### config.mk
export PLATFORM = sky130hd
export DESIGN_NAME = des_cbc_length_framed_decoder
export DESIGN_NICKNAME = d
export VERILOG_FILES = /design/src/hdl/dcd_pkg.sv /design/src/hdl/dcd_front.sv /design/src/hdl/dcd_queue.sv /design/src/hdl/dcd_back.sv /design/src/hdl/des_cbc_length_framed_decoder.sv
export SDC_FILE = /design/constraint.sdc
export NUM_CORES = 1
export LEC_CHECK = 0
export ABC_AREA = 1
export BUFFER_PORTS_ARGS = -buffer_cell sky130_fd_sc_hd__buf_2
export CORE_MARGIN = 2
export CORE_UTILIZATION = 51
export DETAILED_ROUTE_END_ITERATION = 10
export GPL_TIMING_DRIVEN = 0
export PLACE_DENSITY_LB_ADDON = 0.2
export SYNTH_ARGS = -nofsm -noshare
export SYNTH_HDL_FRONTEND = slang
export SYNTH_SLANG_ARGS = --single-unit
### constraint.sdc
create_clock -name clk_i -period 21.2 [get_ports clk_i]
set_input_delay 4.24 -clock clk_i [delete_from_list [all_inputs] [get_ports clk_i]]
set_output_delay 4.24 -clock clk_i [all_outputs]
set_load 0.02 [all_outputs]
### src/hdl/dcd_pkg.sv
// Shared types, DES tables and DES helper functions for the framed CBC decoder.
package dcd_pkg;

  // Frame parser phase
  typedef enum logic [1:0] {
    PH_IDLE = 2'd0,
    PH_GOT1 = 2'd1,
    PH_DATA = 2'd2
  } phase_e;

  // One gathered ciphertext block with its emit count and frame marker
  typedef struct packed {
    logic [63:0] block;
    logic [3:0]  cnt;
    logic        flast;
  } blk_t;

  typedef logic [15:0][47:0] rkeys_t;

  localparam int unsigned QDepth = 2;

  localparam logic [6:0] IP_T [64] = '{
    58,50,42,34,26,18,10,2, 60,52,44,36,28,20,12,4,
    62,54,46,38,30,22,14,6, 64,56,48,40,32,24,16,8,
    57,49,41,33,25,17,9,1, 59,51,43,35,27,19,11,3,
    61,53,45,37,29,21,13,5, 63,55,47,39,31,23,15,7 };
  localparam logic [6:0] FP_T [64] = '{
    40,8,48,16,56,24,64,32, 39,7,47,15,55,23,63,31,
    38,6,46,14,54,22,62,30, 37,5,45,13,53,21,61,29,
    36,4,44,12,52,20,60,28, 35,3,43,11,51,19,59,27,
    34,2,42,10,50,18,58,26, 33,1,41,9,49,17,57,25 };
  localparam logic [5:0] E_T [48] = '{
    32,1,2,3,4,5, 4,5,6,7,8,9, 8,9,10,11,12,13, 12,13,14,15,16,17,
    16,17,18,19,20,21, 20,21,22,23,24,25, 24,25,26,27,28,29, 28,29,30,31,32,1 };
  localparam logic [5:0] P_T [32] = '{
    16,7,20,21,29,12,28,17, 1,15,23,26,5,18,31,10,
    2,8,24,14,32,27,3,9, 19,13,30,6,22,11,4,25 };
  localparam logic [6:0] PC1_T [56] = '{
    57,49,41,33,25,17,9, 1,58,50,42,34,26,18, 10,2,59,51,43,35,27,
    19,11,3,60,52,44,36, 63,55,47,39,31,23,15, 7,62,54,46,38,30,22,
    14,6,61,53,45,37,29, 21,13,5,28,20,12,4 };
  localparam logic [5:0] PC2_T [48] = '{
    14,17,11,24,1,5, 3,28,15,6,21,10, 23,19,12,4,26,8, 16,7,27,20,13,2,
    41,52,31,37,47,55, 30,40,51,45,33,48, 44,49,39,56,34,53, 46,42,50,36,29,32 };
  localparam logic [1:0] ROT_T [16] = '{1,1,2,2,2,2,2,2,1,2,2,2,2,2,2,1};
  localparam logic [3:0] SBOX [8][64] = '{
    '{14,4,13,1,2,15,11,8,3,10,6,12,5,9,0,7, 0,15,7,4,14,2,13,1,10,6,12,11,9,5,3,8,
      4,1,14,8,13,6,2,11,15,12,9,7,3,10,5,0, 15,12,8,2,4,9,1,7,5,11,3,14,10,0,6,13},
    '{15,1,8,14,6,11,3,4,9,7,2,13,12,0,5,10, 3,13,4,7,15,2,8,14,12,0,1,10,6,9,11,5,
      0,14,7,11,10,4,13,1,5,8,12,6,9,3,2,15, 13,8,10,1,3,15,4,2,11,6,7,12,0,5,14,9},
    '{10,0,9,14,6,3,15,5,1,13,12,7,11,4,2,8, 13,7,0,9,3,4,6,10,2,8,5,14,12,11,15,1,
      13,6,4,9,8,15,3,0,11,1,2,12,5,10,14,7, 1,10,13,0,6,9,8,7,4,15,14,3,11,5,2,12},
    '{7,13,14,3,0,6,9,10,1,2,8,5,11,12,4,15, 13,8,11,5,6,15,0,3,4,7,2,12,1,10,14,9,
      10,6,9,0,12,11,7,13,15,1,3,14,5,2,8,4, 3,15,0,6,10,1,13,8,9,4,5,11,12,7,2,14},
    '{2,12,4,1,7,10,11,6,8,5,3,15,13,0,14,9, 14,11,2,12,4,7,13,1,5,0,15,10,3,9,8,6,
      4,2,1,11,10,13,7,8,15,9,12,5,6,3,0,14, 11,8,12,7,1,14,2,13,6,15,0,9,10,4,5,3},
    '{12,1,10,15,9,2,6,8,0,13,3,4,14,7,5,11, 10,15,4,2,7,12,9,5,6,1,13,14,0,11,3,8,
      9,14,15,5,2,8,12,3,7,0,4,10,1,13,11,6, 4,3,2,12,9,5,15,10,11,14,1,7,6,0,8,13},
    '{4,11,2,14,15,0,8,13,3,12,9,7,5,10,6,1, 13,0,11,7,4,9,1,10,14,3,5,12,2,15,8,6,
      1,4,11,13,12,3,7,14,10,15,6,8,0,5,9,2, 6,11,13,8,1,4,10,7,9,5,0,15,14,2,3,12},
    '{13,2,8,4,6,15,11,1,10,9,3,14,5,0,12,7, 1,15,13,8,10,3,7,4,12,5,6,11,0,14,9,2,
      7,11,4,1,9,12,14,2,0,6,10,13,15,3,5,8, 2,1,14,7,4,10,8,13,15,12,9,0,3,5,6,11} };

  // Table entries count bit positions from the MSB, starting at one
  function automatic logic [63:0] perm_ip(input logic [63:0] v);
    logic [63:0] r;
    for (int i = 0; i < 64; i++) r[63-i] = v[64-int'(IP_T[i])];
    return r;
  endfunction

  function automatic logic [63:0] perm_fp(input logic [63:0] v);
    logic [63:0] r;
    for (int i = 0; i < 64; i++) r[63-i] = v[64-int'(FP_T[i])];
    return r;
  endfunction

  function automatic logic [47:0] perm_e(input logic [31:0] v);
    logic [47:0] r;
    for (int i = 0; i < 48; i++) r[47-i] = v[32-int'(E_T[i])];
    return r;
  endfunction

  function automatic logic [31:0] perm_p(input logic [31:0] v);
    logic [31:0] r;
    for (int i = 0; i < 32; i++) r[31-i] = v[32-int'(P_T[i])];
    return r;
  endfunction

  function automatic logic [55:0] perm_pc1(input logic [63:0] v);
    logic [55:0] r;
    for (int i = 0; i < 56; i++) r[55-i] = v[64-int'(PC1_T[i])];
    return r;
  endfunction

  function automatic logic [47:0] perm_pc2(input logic [55:0] v);
    logic [47:0] r;
    for (int i = 0; i < 48; i++) r[47-i] = v[56-int'(PC2_T[i])];
    return r;
  endfunction

  // Key schedule: pure wiring, the rotations are fixed per round
  function automatic rkeys_t make_rkeys(input logic [63:0] key);
    logic [55:0] cd;
    logic [27:0] c;
    logic [27:0] d;
    rkeys_t      rk;
    cd = perm_pc1(key);
    c  = cd[55:28];
    d  = cd[27:0];
    for (int i = 0; i < 16; i++) begin
      if (ROT_T[i] == 2'd1) begin
        c = {c[26:0], c[27]};
        d = {d[26:0], d[27]};
      end else begin
        c = {c[25:0], c[27:26]};
        d = {d[25:0], d[27:26]};
      end
      rk[i] = perm_pc2({c, d});
    end
    return rk;
  endfunction

  function automatic logic [31:0] feistel(input logic [31:0] r, input logic [47:0] k);
    logic [47:0] x;
    logic [5:0]  b;
    logic [31:0] o;
    x = perm_e(r) ^ k;
    for (int i = 0; i < 8; i++) begin
      b = x[47-6*i -: 6];
      o[31-4*i -: 4] = SBOX[i][{b[5], b[0], b[4:1]}];
    end
    return perm_p(o);
  endfunction

endpackage

### src/hdl/dcd_front.sv
// Frame parser: reads the length header and gathers payload bytes into blocks.
module dcd_front (
  input  logic          clk_i,
  input  logic          rst_ni,
  input  logic          in_valid_i,
  output logic          in_ready_o,
  input  logic [7:0]    in_byte_i,
  output logic          push_o,
  output dcd_pkg::blk_t push_blk_o,
  input  logic          full_i
);
  import dcd_pkg::*;

  phase_e      phase_q, phase_d;
  logic [15:0] dleft_q, dleft_d;
  logic [16:0] cleft_q, cleft_d;
  logic [2:0]  fill_q, fill_d;
  logic [55:0] buf_q, buf_d;
  logic [15:0] len;
  logic [3:0]  n;
  logic        fire;

  assign in_ready_o = !full_i;
  assign fire       = in_valid_i && in_ready_o;
  assign len        = {dleft_q[7:0], in_byte_i};
  assign n          = (dleft_q < 16'd8) ? dleft_q[3:0] : 4'd8;

  always_ff @(posedge clk_i or negedge rst_ni) begin
    if (!rst_ni) begin
      phase_q <= PH_IDLE;
      dleft_q <= '0;
      cleft_q <= '0;
      fill_q  <= '0;
    end else begin
      phase_q <= phase_d;
      dleft_q <= dleft_d;
      cleft_q <= cleft_d;
      fill_q  <= fill_d;
    end
  end

  always_ff @(posedge clk_i) begin
    buf_q <= buf_d;
  end

  // Next state and block hand-off
  always_comb begin
    phase_d    = phase_q;
    dleft_d    = dleft_q;
    cleft_d    = cleft_q;
    fill_d     = fill_q;
    buf_d      = buf_q;
    push_o     = 1'b0;
    push_blk_o.block = {buf_q, in_byte_i};
    push_blk_o.cnt   = n;
    push_blk_o.flast = (dleft_q <= 16'd8);
    if (fire) begin
      case (phase_q)
        PH_GOT1: begin
          dleft_d = len;
          cleft_d = ({1'b0, len} + 17'd7) & ~17'd7;
          fill_d  = '0;
          phase_d = (len == 16'd0) ? PH_IDLE : PH_DATA;
        end
        PH_DATA: begin
          buf_d  = {buf_q[47:0], in_byte_i};
          fill_d = fill_q + 3'd1;
          if (fill_q == 3'd7) begin
            push_o  = 1'b1;
            dleft_d = dleft_q - {12'd0, n};
            if (cleft_q <= 17'd8) begin
              phase_d = PH_IDLE;
              dleft_d = '0;
              cleft_d = '0;
              fill_d  = '0;
            end else begin
              cleft_d = cleft_q - 17'd8;
            end
          end
        end
        default: begin
          dleft_d = {8'd0, in_byte_i};
          cleft_d = '0;
          fill_d  = '0;
          phase_d = PH_GOT1;
        end
      endcase
    end
  end

endmodule

### src/hdl/dcd_queue.sv
// Short block queue between the parser and the decrypt engine.
module dcd_queue (
  input  logic          clk_i,
  input  logic          rst_ni,
  input  logic          push_i,
  input  dcd_pkg::blk_t push_blk_i,
  output logic          full_o,
  input  logic          pop_i,
  output logic          valid_o,
  output dcd_pkg::blk_t pop_blk_o
);
  import dcd_pkg::*;

  blk_t       mem [QDepth];
  logic       wr_q, wr_d;
  logic       rd_q, rd_d;
  logic [1:0] cnt_q, cnt_d;

  assign full_o    = (cnt_q == 2'(QDepth));
  assign valid_o   = (cnt_q != 2'd0);
  assign pop_blk_o = mem[rd_q];

  always_comb begin
    wr_d  = push_i ? !wr_q : wr_q;
    rd_d  = pop_i ? !rd_q : rd_q;
    cnt_d = cnt_q + {1'b0, push_i} - {1'b0, pop_i};
  end

  always_ff @(posedge clk_i or negedge rst_ni) begin
    if (!rst_ni) begin
      wr_q  <= 1'b0;
      rd_q  <= 1'b0;
      cnt_q <= '0;
    end else begin
      wr_q  <= wr_d;
      rd_q  <= rd_d;
      cnt_q <= cnt_d;
    end
  end

  always_ff @(posedge clk_i) begin
    if (push_i) begin
      mem[wr_q] <= push_blk_i;
    end
  end

endmodule

### src/hdl/dcd_back.sv
// Decrypt engine (two DES rounds a cycle, CBC chaining) and byte serialiser.
module dcd_back (
  input  logic          clk_i,
  input  logic          rst_ni,
  input  logic [63:0]   key_i,
  input  logic          q_valid_i,
  input  dcd_pkg::blk_t q_blk_i,
  output logic          pop_o,
  output logic          out_valid_o,
  input  logic          out_ready_i,
  output logic [7:0]    out_byte_o,
  output logic          out_frame_end_o,
  output logic          out_run_end_o
);
  import dcd_pkg::*;

  rkeys_t      rk;
  logic        busy_q, busy_d;
  logic [2:0]  rnd_q, rnd_d;
  logic [31:0] l_q, l_d, r_q, r_d;
  blk_t        cur_q, cur_d;
  logic [63:0] chain_q, chain_d;
  logic        ob_v_q, ob_v_d;
  logic [63:0] ob_pl_q, ob_pl_d;
  logic [3:0]  ob_cnt_q, ob_cnt_d;
  logic        ob_fl_q, ob_fl_d;
  logic [2:0]  ob_idx_q, ob_idx_d;
  logic [3:0]  ka, kb;
  logic [31:0] r1, r2;
  logic [63:0] ipv, plain;
  logic        ob_last, ob_fire, load_ok, finish;

  assign rk = make_rkeys(key_i);

  // Two rounds per cycle, decryption takes the round keys in reverse
  assign ka    = 4'd15 - {rnd_q, 1'b0};
  assign kb    = 4'd14 - {rnd_q, 1'b0};
  assign r1    = l_q ^ feistel(r_q, rk[ka]);
  assign r2    = r_q ^ feistel(r1, rk[kb]);
  assign plain = perm_fp({r2, r1}) ^ chain_q;
  assign ipv   = perm_ip(q_blk_i.block);

  // Output buffer status
  assign ob_last  = ({1'b0, ob_idx_q} == ob_cnt_q - 4'd1);
  assign ob_fire  = ob_v_q && out_ready_i;
  assign load_ok  = !ob_v_q || (ob_fire && ob_last);
  assign finish   = busy_q && (rnd_q == 3'd7) && load_ok;
  assign pop_o    = q_valid_i && (!busy_q || finish);

  assign out_valid_o     = ob_v_q;
  assign out_byte_o      = ob_pl_q[63 - 8*ob_idx_q -: 8];
  assign out_run_end_o   = ob_last;
  assign out_frame_end_o = ob_last && ob_fl_q;

  always_comb begin
    busy_d   = busy_q;
    rnd_d    = rnd_q;
    l_d      = l_q;
    r_d      = r_q;
    cur_d    = cur_q;
    chain_d  = chain_q;
    ob_v_d   = ob_v_q;
    ob_pl_d  = ob_pl_q;
    ob_cnt_d = ob_cnt_q;
    ob_fl_d  = ob_fl_q;
    ob_idx_d = ob_idx_q;
    // serialiser advance
    if (ob_fire) begin
      if (ob_last) begin
        ob_v_d = 1'b0;
      end else begin
        ob_idx_d = ob_idx_q + 3'd1;
      end
    end
    // round iteration
    if (busy_q && rnd_q != 3'd7) begin
      l_d   = r1;
      r_d   = r2;
      rnd_d = rnd_q + 3'd1;
    end
    // block done: chain update and hand-off; padding-only blocks vanish
    if (finish) begin
      busy_d  = 1'b0;
      chain_d = cur_q.block;
      if (cur_q.cnt != 4'd0) begin
        ob_v_d   = 1'b1;
        ob_pl_d  = plain;
        ob_cnt_d = cur_q.cnt;
        ob_fl_d  = cur_q.flast;
        ob_idx_d = '0;
      end
    end
    if (pop_o) begin
      busy_d = 1'b1;
      rnd_d  = '0;
      l_d    = ipv[63:32];
      r_d    = ipv[31:0];
      cur_d  = q_blk_i;
    end
  end

  always_ff @(posedge clk_i or negedge rst_ni) begin
    if (!rst_ni) begin
      busy_q  <= 1'b0;
      rnd_q   <= '0;
      ob_v_q  <= 1'b0;
      chain_q <= '0;
    end else begin
      busy_q  <= busy_d;
      rnd_q   <= rnd_d;
      ob_v_q  <= ob_v_d;
      chain_q <= chain_d;
    end
  end

  always_ff @(posedge clk_i) begin
    l_q      <= l_d;
    r_q      <= r_d;
    cur_q    <= cur_d;
    ob_pl_q  <= ob_pl_d;
    ob_cnt_q <= ob_cnt_d;
    ob_fl_q  <= ob_fl_d;
    ob_idx_q <= ob_idx_d;
  end

endmodule

### src/hdl/des_cbc_length_framed_decoder.sv
// Top level of the length-framed DES-CBC stream decoder.
// Takes one ciphertext byte per cycle while the block queue is not full.
// Each frame is a two-byte big-endian plaintext length followed by that
// length rounded up to 8-byte blocks; each block is DES-decrypted with the
// configured key and chained (CBC, zero IV at reset, chaining kept across
// frames). Only plaintext bytes within the frame length come out, one per
// cycle while the receiver is ready; tlast marks the last byte of a frame
// and tuser the last byte of a block. The decrypt engine (two Feistel
// rounds a cycle) works on the next block while one is serialised, so with
// full blocks the sustained rate is one byte per cycle. Write the key only
// while the block is idle.
module des_cbc_length_framed_decoder (
  input  logic        clk_i,
  input  logic        rst_ni,
  input  logic        cfg_valid_i,
  output logic        cfg_ready_o,
  input  logic [63:0] cfg_data_i,    // des_key
  input  logic        s_axis_tvalid,
  output logic        s_axis_tready,
  input  logic [7:0]  s_axis_tdata,  // [7:0] cipher_byte
  output logic        m_axis_tvalid,
  input  logic        m_axis_tready,
  output logic [7:0]  m_axis_tdata,  // [7:0] plain_byte
  output logic        m_axis_tlast,  // frame_end
  output logic [0:0]  m_axis_tuser   // [0] run_end
);
  import dcd_pkg::*;

  logic [63:0] key_q;
  logic        push, full, q_valid, pop, run_end;
  blk_t        push_blk, q_blk;

  // Key register
  assign cfg_ready_o = 1'b1;
  always_ff @(posedge clk_i or negedge rst_ni) begin
    if (!rst_ni) begin
      key_q <= '0;
    end else if (cfg_valid_i) begin
      key_q <= cfg_data_i;
    end
  end

  dcd_front u_front (
    .clk_i      (clk_i),
    .rst_ni     (rst_ni),
    .in_valid_i (s_axis_tvalid),
    .in_ready_o (s_axis_tready),
    .in_byte_i  (s_axis_tdata),
    .push_o     (push),
    .push_blk_o (push_blk),
    .full_i     (full)
  );

  dcd_queue u_queue (
    .clk_i      (clk_i),
    .rst_ni     (rst_ni),
    .push_i     (push),
    .push_blk_i (push_blk),
    .full_o     (full),
    .pop_i      (pop),
    .valid_o    (q_valid),
    .pop_blk_o  (q_blk)
  );

  dcd_back u_back (
    .clk_i           (clk_i),
    .rst_ni          (rst_ni),
    .key_i           (key_q),
    .q_valid_i       (q_valid),
    .q_blk_i         (q_blk),
    .pop_o           (pop),
    .out_valid_o     (m_axis_tvalid),
    .out_ready_i     (m_axis_tready),
    .out_byte_o      (m_axis_tdata),
    .out_frame_end_o (m_axis_tlast),
    .out_run_end_o   (run_end)
  );

  assign m_axis_tuser = run_end;

endmodule
Yosys cells after proc, flatten, opt, wreduce, memory -nomap -nowiden
Memory sizes are Yosys's and may differ from the RTL's.
Cells that the tools add are included.
{"block": "classes", "n_addsub": 12, "mul": 0, "div_mod_pow": 0, "magnitude_cmp": 21, "eq_ne": 9, "n_shift": 1, "mux": 71, "bitwise_logic": 21, "reduce_logical": 24}
{"cell": "$bmux 48 s4", "n": 2}
{"cell": "$mux 4", "n": 33}
{"cell": "$mux 32", "n": 4}
{"cell": "$ge 7x7->1 const B", "n": 16}
{"cell": "$not 6->7", "n": 16}
{"cell": "$mux 48", "n": 2}
{"cell": "$xor 48x48->48", "n": 2}
{"cell": "$shiftx 71x33->8", "n": 1}
{"cell": "$xor 32x32->32", "n": 2}
{"cell": "$xor 64x64->64", "n": 1}
{"cell": "$mux 17", "n": 2}
{"cell": "$pmux 17 s2", "n": 1}
{"cell": "$mux 16", "n": 2}
{"cell": "$pmux 16 s2", "n": 1}
{"cell": "$mux 3", "n": 9}
{"cell": "$add 16x3->17 const B", "n": 1}
{"cell": "$le 17x4->1 const B", "n": 1}
{"cell": "$sub 17x4->17 const B", "n": 1}
{"cell": "$le 16x4->1 const B", "n": 1}
{"cell": "$logic_not 16->1", "n": 1}
{"cell": "$lt 16x4->1 const B", "n": 1}
{"cell": "$sub 16x4->16", "n": 1}
{"cell": "$mux 1", "n": 11}
{"cell": "$lt 4x5->1 const B", "n": 2}
{"cell": "21 further kinds", "n": 45}
{"block": "totals", "register_bits": 436, "latchBits": 0, "ram_bits": 138, "mem_bits_ro": 4096, "inputBits": 77, "out_inout_bits": 13, "word_cells": 198, "mem_count": 17}
{"memory": "(name not given)", "depth": 64, "width": 4, "read_ports": 1, "rd_clocked_by_memory_dff": 0, "wr": 0, "line": "dcd_pkg.sv:130", "text": "o[31-4*i -: 4] = SBOX[i][{b[5], b[0], b[4:1]}];"}
{"memory": "(name not given)", "depth": 64, "width": 4, "read_ports": 1, "rd_clocked_by_memory_dff": 0, "wr": 0, "line": "dcd_pkg.sv:130"}
{"memory": "(name not given)", "depth": 64, "width": 4, "read_ports": 1, "rd_clocked_by_memory_dff": 0, "wr": 0, "line": "dcd_pkg.sv:130"}
{"memory": "(name not given)", "depth": 64, "width": 4, "read_ports": 1, "rd_clocked_by_memory_dff": 0, "wr": 0, "line": "dcd_pkg.sv:130"}
{"memory": "(name not given)", "depth": 64, "width": 4, "read_ports": 1, "rd_clocked_by_memory_dff": 0, "wr": 0, "line": "dcd_pkg.sv:130"}
{"memory": "(name not given)", "depth": 64, "width": 4, "read_ports": 1, "rd_clocked_by_memory_dff": 0, "wr": 0, "line": "dcd_pkg.sv:130"}
{"memory": "+11 memories"}

Logic depth before layout (Yosys ltp)
Gate-level depths: netlist (run 1).
{"block": "depth", "word_depth": 17, "ltp_mapped": 36, "ltp_nobuf": 34}

Hierarchy
A second synthesis (run 1) with hierarchy kept.
{"block": "unflattened", "hier_cells": 5430, "area_unflattened_um2": 39746.9}
{"mod": "dcd_back", "n_inst": 1, "cells_each": 4318, "area_each_um2": 27483.9, "seq_area_each_um2": 7852.5}
{"mod": "dcd_queue", "n_inst": 1, "cells_each": 385, "area_each_um2": 5317.6, "seq_area_each_um2": 4244.1}
{"mod": "dcd_front", "n_inst": 1, "cells_each": 455, "area_each_um2": 4488.1, "seq_area_each_um2": 2557.5}
{"mod": "des_cbc_length_framed_decoder", "n_inst": 1, "cells_each": 272, "area_each_um2": 2457.4, "seq_area_each_um2": 1601.5}

Least setup slack after synthesis (run 1)
No wires, ideal clock.
{"block": "synth_path", "kind": "input to register", "startpoint": "input port s_axis_tvalid", "endpoint": "memory u_queue.mem[1][0] (netlist name) (enable)", "setup_time_ps": 496, "t_arrival_ps": 10229, "required_time_ps": 20704, "path_slack_ps": 10475, "cell_stages": 4, "path_buffers": 0, "cell_sequence": "nand2_1 -> nor2_1 -> nand2_1 -> nor2_1"}
{"block": "synth_via", "elab_chain_len": 4}
{"item": "from (decl)", "line": "des_cbc_length_framed_decoder.sv:18", "text": "input logic s_axis_tvalid,"}
{"item": "$logic_and 1x1->1", "line": "dcd_front.sv:24", "text": "assign fire = in_valid_i && in_ready_o;"}
{"item": "$mux 1", "line": "dcd_front.sv:57", "text": "if (fire) begin"}
{"item": "$mux 1", "line": "dcd_queue.sv:42", "text": "if (push_i) begin"}
{"item": "$mux 1 (not written as such)", "line": "dcd_queue.sv:43", "text": "mem[wr_q] <= push_blk_i;"}
{"item": "to (decl)", "line": "dcd_queue.sv:14", "text": "blk_t mem [QDepth];"}
Every way passes these cells.

Final worst setup path (run 1)
{"block": "layout_path", "startpoint": "register u_back.ob_idx_q[1]", "endpoint": "output port m_axis_tdata[6]"}
{"block": "layout_via", "elab_chain_len": 2}
{"item": "from (decl)", "line": "dcd_back.sv:27", "text": "logic [2:0] ob_idx_q, ob_idx_d;"}
{"item": "from (signal assigned)", "line": "dcd_back.sv:123", "text": "ob_idx_q <= ob_idx_d;"}
{"item": "$sub 6x6->7", "line": "dcd_back.sv:51", "text": "assign out_byte_o = ob_pl_q[63 - 8*ob_idx_q -: 8];"}
{"item": "$shiftx 71x33->8", "line": "dcd_back.sv:51"}
{"item": "to (decl)", "line": "des_cbc_length_framed_decoder.sv:23", "text": "output logic [7:0] m_axis_tdata,"}
Every way passes these cells.

==> metrics.txt, run 1 <==
failing checks max-capacitance violations, max-slew violations; Top Ports 90; hold path start u_back.cur_q[0]; Yosys warning count 0; # hold bufs at CTS 0; multi-input logic area 19900 um^2; FMAX 0.136 GHz; pre-CTS worst setup slack 13630 ps; DRC violations left 0; CTS tree done; DP HPWL 123000 um; CTS max path bufs 3; Crit. End Element primary output; CP Max Fanout 10; FF-to-FF Start u_back.rnd_q[1]; R2R cell count 28; r2r endpoint u_back.r_q[23]; clk_lat worst skew 670 ps; fin crit share 34.8%; synth cell count leaders nand2_1 (1933), nand3_1 (948), edfxtp_1 (396); Main synth FF type edfxtp_1; final WL 157000 um; Post-synth EDFFs 396; fillers 6988; synthesized flop and latch total 563; worst reg-to-reg setup slack 14850 ps; critical path class reg -> out; final hold vios 0; gr usage total 40.0%; die height 278 um; Post-synth ARST share 29.1%; Starting DRT DRC Count 5129; nets@finish 5444; Initial Util 51.5%; vias in the first global route 35200; post-CTS sizing 0; Layout Skew 56.2 ps; post-DR vias/cell 6.09; share of cells above drive strength 1 11.2%; setup violators final 0; most common cell in the synthesized netlist nand2_1; CTS root buffer clkbuf_16; largest net degree at the start of global routing 92; Port Buffer Count 79; antenna-violating nets left 0; Core Area 74400 um^2; Placer Congestion 1.08; Syn Std Cell Area 38300 um^2; Synth area leader edfxtp_1; H-tree Lvls 2; post-CTS setup buffers 0; first-pass GRT wire length 228000 um; outcome finished, violations left; vias 38200; register area share after synthesis 41.9%; worst slew pin tran 1500 ps; CTS sink count 563; Sum Neg Setup Slack 0 ps; initial antenna violation count 3; minimum clock period 7380 ps; Max Cap Viol 1; Hold Crit Class reg -> reg; Max Used Layer met5; hold path cells 0; routed len/inst 25.0 um; CP arrival 3140 ps; crit start category flip-flop; cell row count 100; WP data required 16960 ps; CTS buffer count 59; routed wl met3 18400 um; top cell type's share of synthesized area 31.0%; First-pass DRT Iterations 9; Netlist cell types 55; Overflow after GRT 0; met2 wire len 66700 um; Rel. slew slack -0.0721%; M1 WL 62600 um; fin. max-slew vios 10; Mean Syn Cell Area 7.52 um^2; Post-Synthesis Cells 5102; DIE AREA 77400 um^2; Final WS setup 13820 ps; Die X 278 um; clock transition at the registers of the reported paths 60 ps; Register Area 16100 um^2; RSZ-0062 raised after global routing false; Synth-to-Final Area Change 10.2%; worst hold path endpoint u_back.ob_fl_q; main area contributors after synthesis edfxtp_1 (31%), nand2_1 (19%), nand3_1 (12%)
==> layout make-up <==
type	instances	share of cell area [%]
antenna	2	0.0118
buffer	173	2.56
clock buffer	72	3.68
clock inverter	40	1.07
inverter	370	3.30
multi-input combinational	3997	47.0
sequential	563	38.0
tap	969	2.87
timing repair buffer	89	1.50
==> metrics by stage <==
step / area, um^2 / hold WS, ps / std cells / util (%)
5_1_grt: 42200 / 440 / 6273 / 56.7
3_3_place_gp: 40000 / 403 / 6151 / 53.7
4_1_cts: 42200 / 427 / 6273 / 56.7
3_5_place_dp: 40200 / 406 / 6161 / 54.0
2_1_floorplan: 38300 / 400 / 5103 / -
6_report: 42300 / 428 / 6275 / 56.8
==> worst max-delay path by stage <==
stage,startpoint,end,slack [ps],cells past startpoint
floorplan,s_axis_tvalid,u_queue.mem[1][0],10480,4
detailed placement,m_axis_tready,u_back.r_q[28],13630,9
global route,u_back.ob_idx_q[1],m_axis_tdata[4],13780,7
finish,u_back.ob_idx_q[1],m_axis_tdata[6],13820,7
CTS,u_back.ob_idx_q[1],m_axis_tdata[4],13930,7
global placement,s_axis_tvalid,u_queue.mem[0][56],6850,5
==> registers in the layout, summed over array words and instances (netlist names), 16 cells and up <==
name / flops
u_back.l_q: 32
u_back.ob_pl_q: 64
u_front.dleft_q: 16
u_back.chain_q: 64
u_queue.mem: 138
u_back.cur_q: 69
key_q: 56
u_front.buf_q: 56
u_back.r_q: 32
==> kinds of logic after synthesis <==
group / synth area share [%]
AO/OA/AOI/OAI: 6.35
XOR/XNOR: 2.34
adder cells (fa/ha/maj): 3.72
buffers and inverters: 6.45
flip-flops: 41.9
multiplexers: 1.82
other: 0.00978
AND/OR/NAND/NOR: 37.4
==> layout by cell type (no fill, tap or decap), types with 11 or more instances in the layout <==
| cell | count |
|---|---|
| a21oi_1 | 65 |
| buf_4 | 29 |
| ha_1 | 114 |
| dfrtp_1 | 164 |
| nand2_2 | 124 |
| edfxtp_1 | 396 |
| o21ai_1 | 52 |
| a32oi_1 | 12 |
| o21ai_0 | 178 |
| a31oi_1 | 38 |
| nand2_1 | 1932 |
| o21ai_2 | 18 |
| xor2_1 | 45 |
| nand3_1 | 948 |
| nand3_2 | 33 |
| clkbuf_16 | 59 |
| buf_2 | 106 |
| inv_1 | 332 |
| xnor2_1 | 18 |
| inv_2 | 33 |
| o211ai_1 | 11 |
| mux2_2 | 62 |
| o22ai_1 | 23 |
| clkbuf_1 | 85 |
| buf_6 | 30 |
| nand3b_1 | 20 |
| nor2_1 | 209 |
| clkinv_2 | 11 |
==> worst max-delay path, stage by stage (launching register included) <==
cell and delay, ps:
dfxtp_1 340, clkbuf_1 450, inv_1 300, buf_1 380, nor2_1 230, o21ai_0 140, a31oi_1 390, buf_2 250
==> routing by layer <==
layer | global-route usage, % | vias to the layer above
met1 | 55.3 | 18200
met4 | 19.9 | 4
met2 | 59.4 | 2348
met5 | 0 | -
met3 | 8.74 | 384
li1 | - | 17300
Power of run 1 is left out: the tool's default activity adds up to more than one toggle a clock period on the data nets, which glitch-free logic cannot reach.
==> inputs of run 2 (changes only) <==
Clock period 21.2 ns to 7.7 ns, I/O delays scaled along.
==> run 2 against run 1 <==
  * The flow now finishes without violations
  * Global-route usage hardly changed
  * Wire length hardly changed
  * Cell count hardly changed
  * Die area stayed put
  * Clock skew is 2.1 ps higher
==> metrics.txt, run 2 (synthesis results as in run 1) <==
clock transition at the registers of the reported paths 60 ps (about the same); worst slew pin tran 1470 ps (-31.2 ps); routed len/inst 25.0 um (about the same); critical path class reg -> reg; max incr delay on CP 660 ps (+210 ps); most frequent cells in the layout nand2_1 (1932), nand3_1 (948), edfxtp_1 (396); Crit. End Element flip-flop; CTS sink count 563 (unchanged); antenna-violating nets left 0 (unchanged); Synth-to-Final Area Change 10.2% (about the same); clk_lat worst skew 670 ps (about the same); Initial Util 51.5% (unchanged); minimum clock period 6410 ps; final hold slack 429 ps (+0.882 ps); final WL 157000 um (about the same); DP HPWL 123000 um (unchanged); Worst path slowest cell clkbuf_1; Rel. slew slack 2.01% (+2.1 points); first-pass GRT wire length 228000 um (about the same); largest registers u_queue.mem x138, u_back.cur_q x69; Largest register FFs 138 (unchanged); fin crit share 83.3%; most flop-heavy register u_queue.mem; # hold bufs at CTS 0 (unchanged); fin util 56.7% (about the same); cell row count 100 (unchanged); CTS root buffer clkbuf_16; CTS tree done; final hold vios 0 (unchanged); vias 38100 (-0.27%); post-CTS setup buffers 0 (unchanged); CP Max Fanout 10 (unchanged); DRC violations left 0 (unchanged); Buf/Inv on CP 6 (+2); RSZ-0062 raised after global routing false; Overflow after GRT 0 (unchanged); share of cells above drive strength 1 11.2% (unchanged); initial antenna violation count 3 (unchanged); post-CTS sizing 0 (unchanged); WP data required 8110 ps (-8850 ps); setup violators final 0 (unchanged); Top Ports 90 (unchanged); die height 278 um (unchanged); multi-input logic area 19900 um^2 (unchanged); critical path's top delay family simple AND/OR/NAND/NOR gates; outcome finished clean; Layout Skew 58.4 ps (+2.15 ps); fin. max-slew vios 0 (-10); CP arrival 6820 ps (+3680 ps); commonest non-fill, non-tap cell in the layout nand2_1; Register Area 16100 um^2 (unchanged); CTS max path bufs 3 (unchanged); crit start category flip-flop; post-DR vias/cell 6.08 (-0.25%); Hold Crit Class reg -> reg; DIE AREA 77400 um^2 (unchanged); nets@finish 5444 (unchanged); largest net degree at the start of global routing 92 (unchanged); vias in the first global route 35200 (-0.017%); fillers 6989 (+0.014%); CTS buffer count 59 (unchanged); Max Cap Viol 0 (-1); Starting DRT DRC Count 5099 (-0.58%); Final WS setup 1290 ps (-12540 ps); H-tree Lvls 2 (unchanged); Placer Congestion 1.08 (unchanged); gr usage total 40.0% (about the same); Core Area 74400 um^2 (unchanged); Port Buffer Count 79 (unchanged); Die X 278 um (unchanged); pre-CTS worst setup slack 1570 ps (-12060 ps); FMAX 0.156 GHz; First-pass DRT Iterations 6 (-3)
[run 2: path summary, 6_finish.rpt]
kind | slack, ps | depth (start not counted) | startpoint | endpoint
min reg2reg | 430 | 0 | u_back.cur_q[0] | u_back.ob_fl_q
max reg2reg | 1290 | 28 | u_back.rnd_q[1] | u_back.r_q[23]
min in group asynchronous | 880 | 1 | rst_ni | u_back.chain_q[10]
max in group asynchronous | 5860 | 2 | rst_ni | u_back.chain_q[56]
min | 430 | 0 | u_back.cur_q[0] | u_back.ob_fl_q
max | 1290 | 28 | u_back.rnd_q[1] | u_back.r_q[23]
[run 2: per-stage QoR]
stage | instances | setup TNS, ps | cell area, um^2
3_3_place_gp | 6151 | -552040 | 40000
4_1_cts | 6273 | 0 | 42200
3_5_place_dp | 6161 | 0 | 40200
6_report | 6274 | 0 | 42200
2_1_floorplan | 5103 | -44840 | 38300
5_1_grt | 6273 | 0 | 42200
[run 2: worst reg2reg max path: cells and delay by family, from the launching register on]
kind | cells | cell delay, ps
fa+ha+maj | 2 | 840
flops | 1 | 410
buf+inv | 6 | 1320
simple gates | 20 | 3620
[run 2: area by class of cell]
type | count | area share, %
antenna | 1 | 0.00592
multi-input combinational | 3997 | 47.0
inverter | 370 | 3.31
sequential | 563 | 38.0
buffer | 173 | 2.56
tap | 969 | 2.87
clock buffer | 72 | 3.68
timing repair buffer | 89 | 1.50
clock inverter | 40 | 1.08
[run 2: layer usage]
metal | GRT usage, % | vias up | share of wire [%]
met5 | 0 | - | 0.020
met4 | 19.9 | 4 | 5.8
li1 | - | 17300 | -
met1 | 55.2 | 18000 | 40
met2 | 59.5 | 2371 | 42
met3 | 8.97 | 394 | 12
Power of run 2 is left out for the same reason.
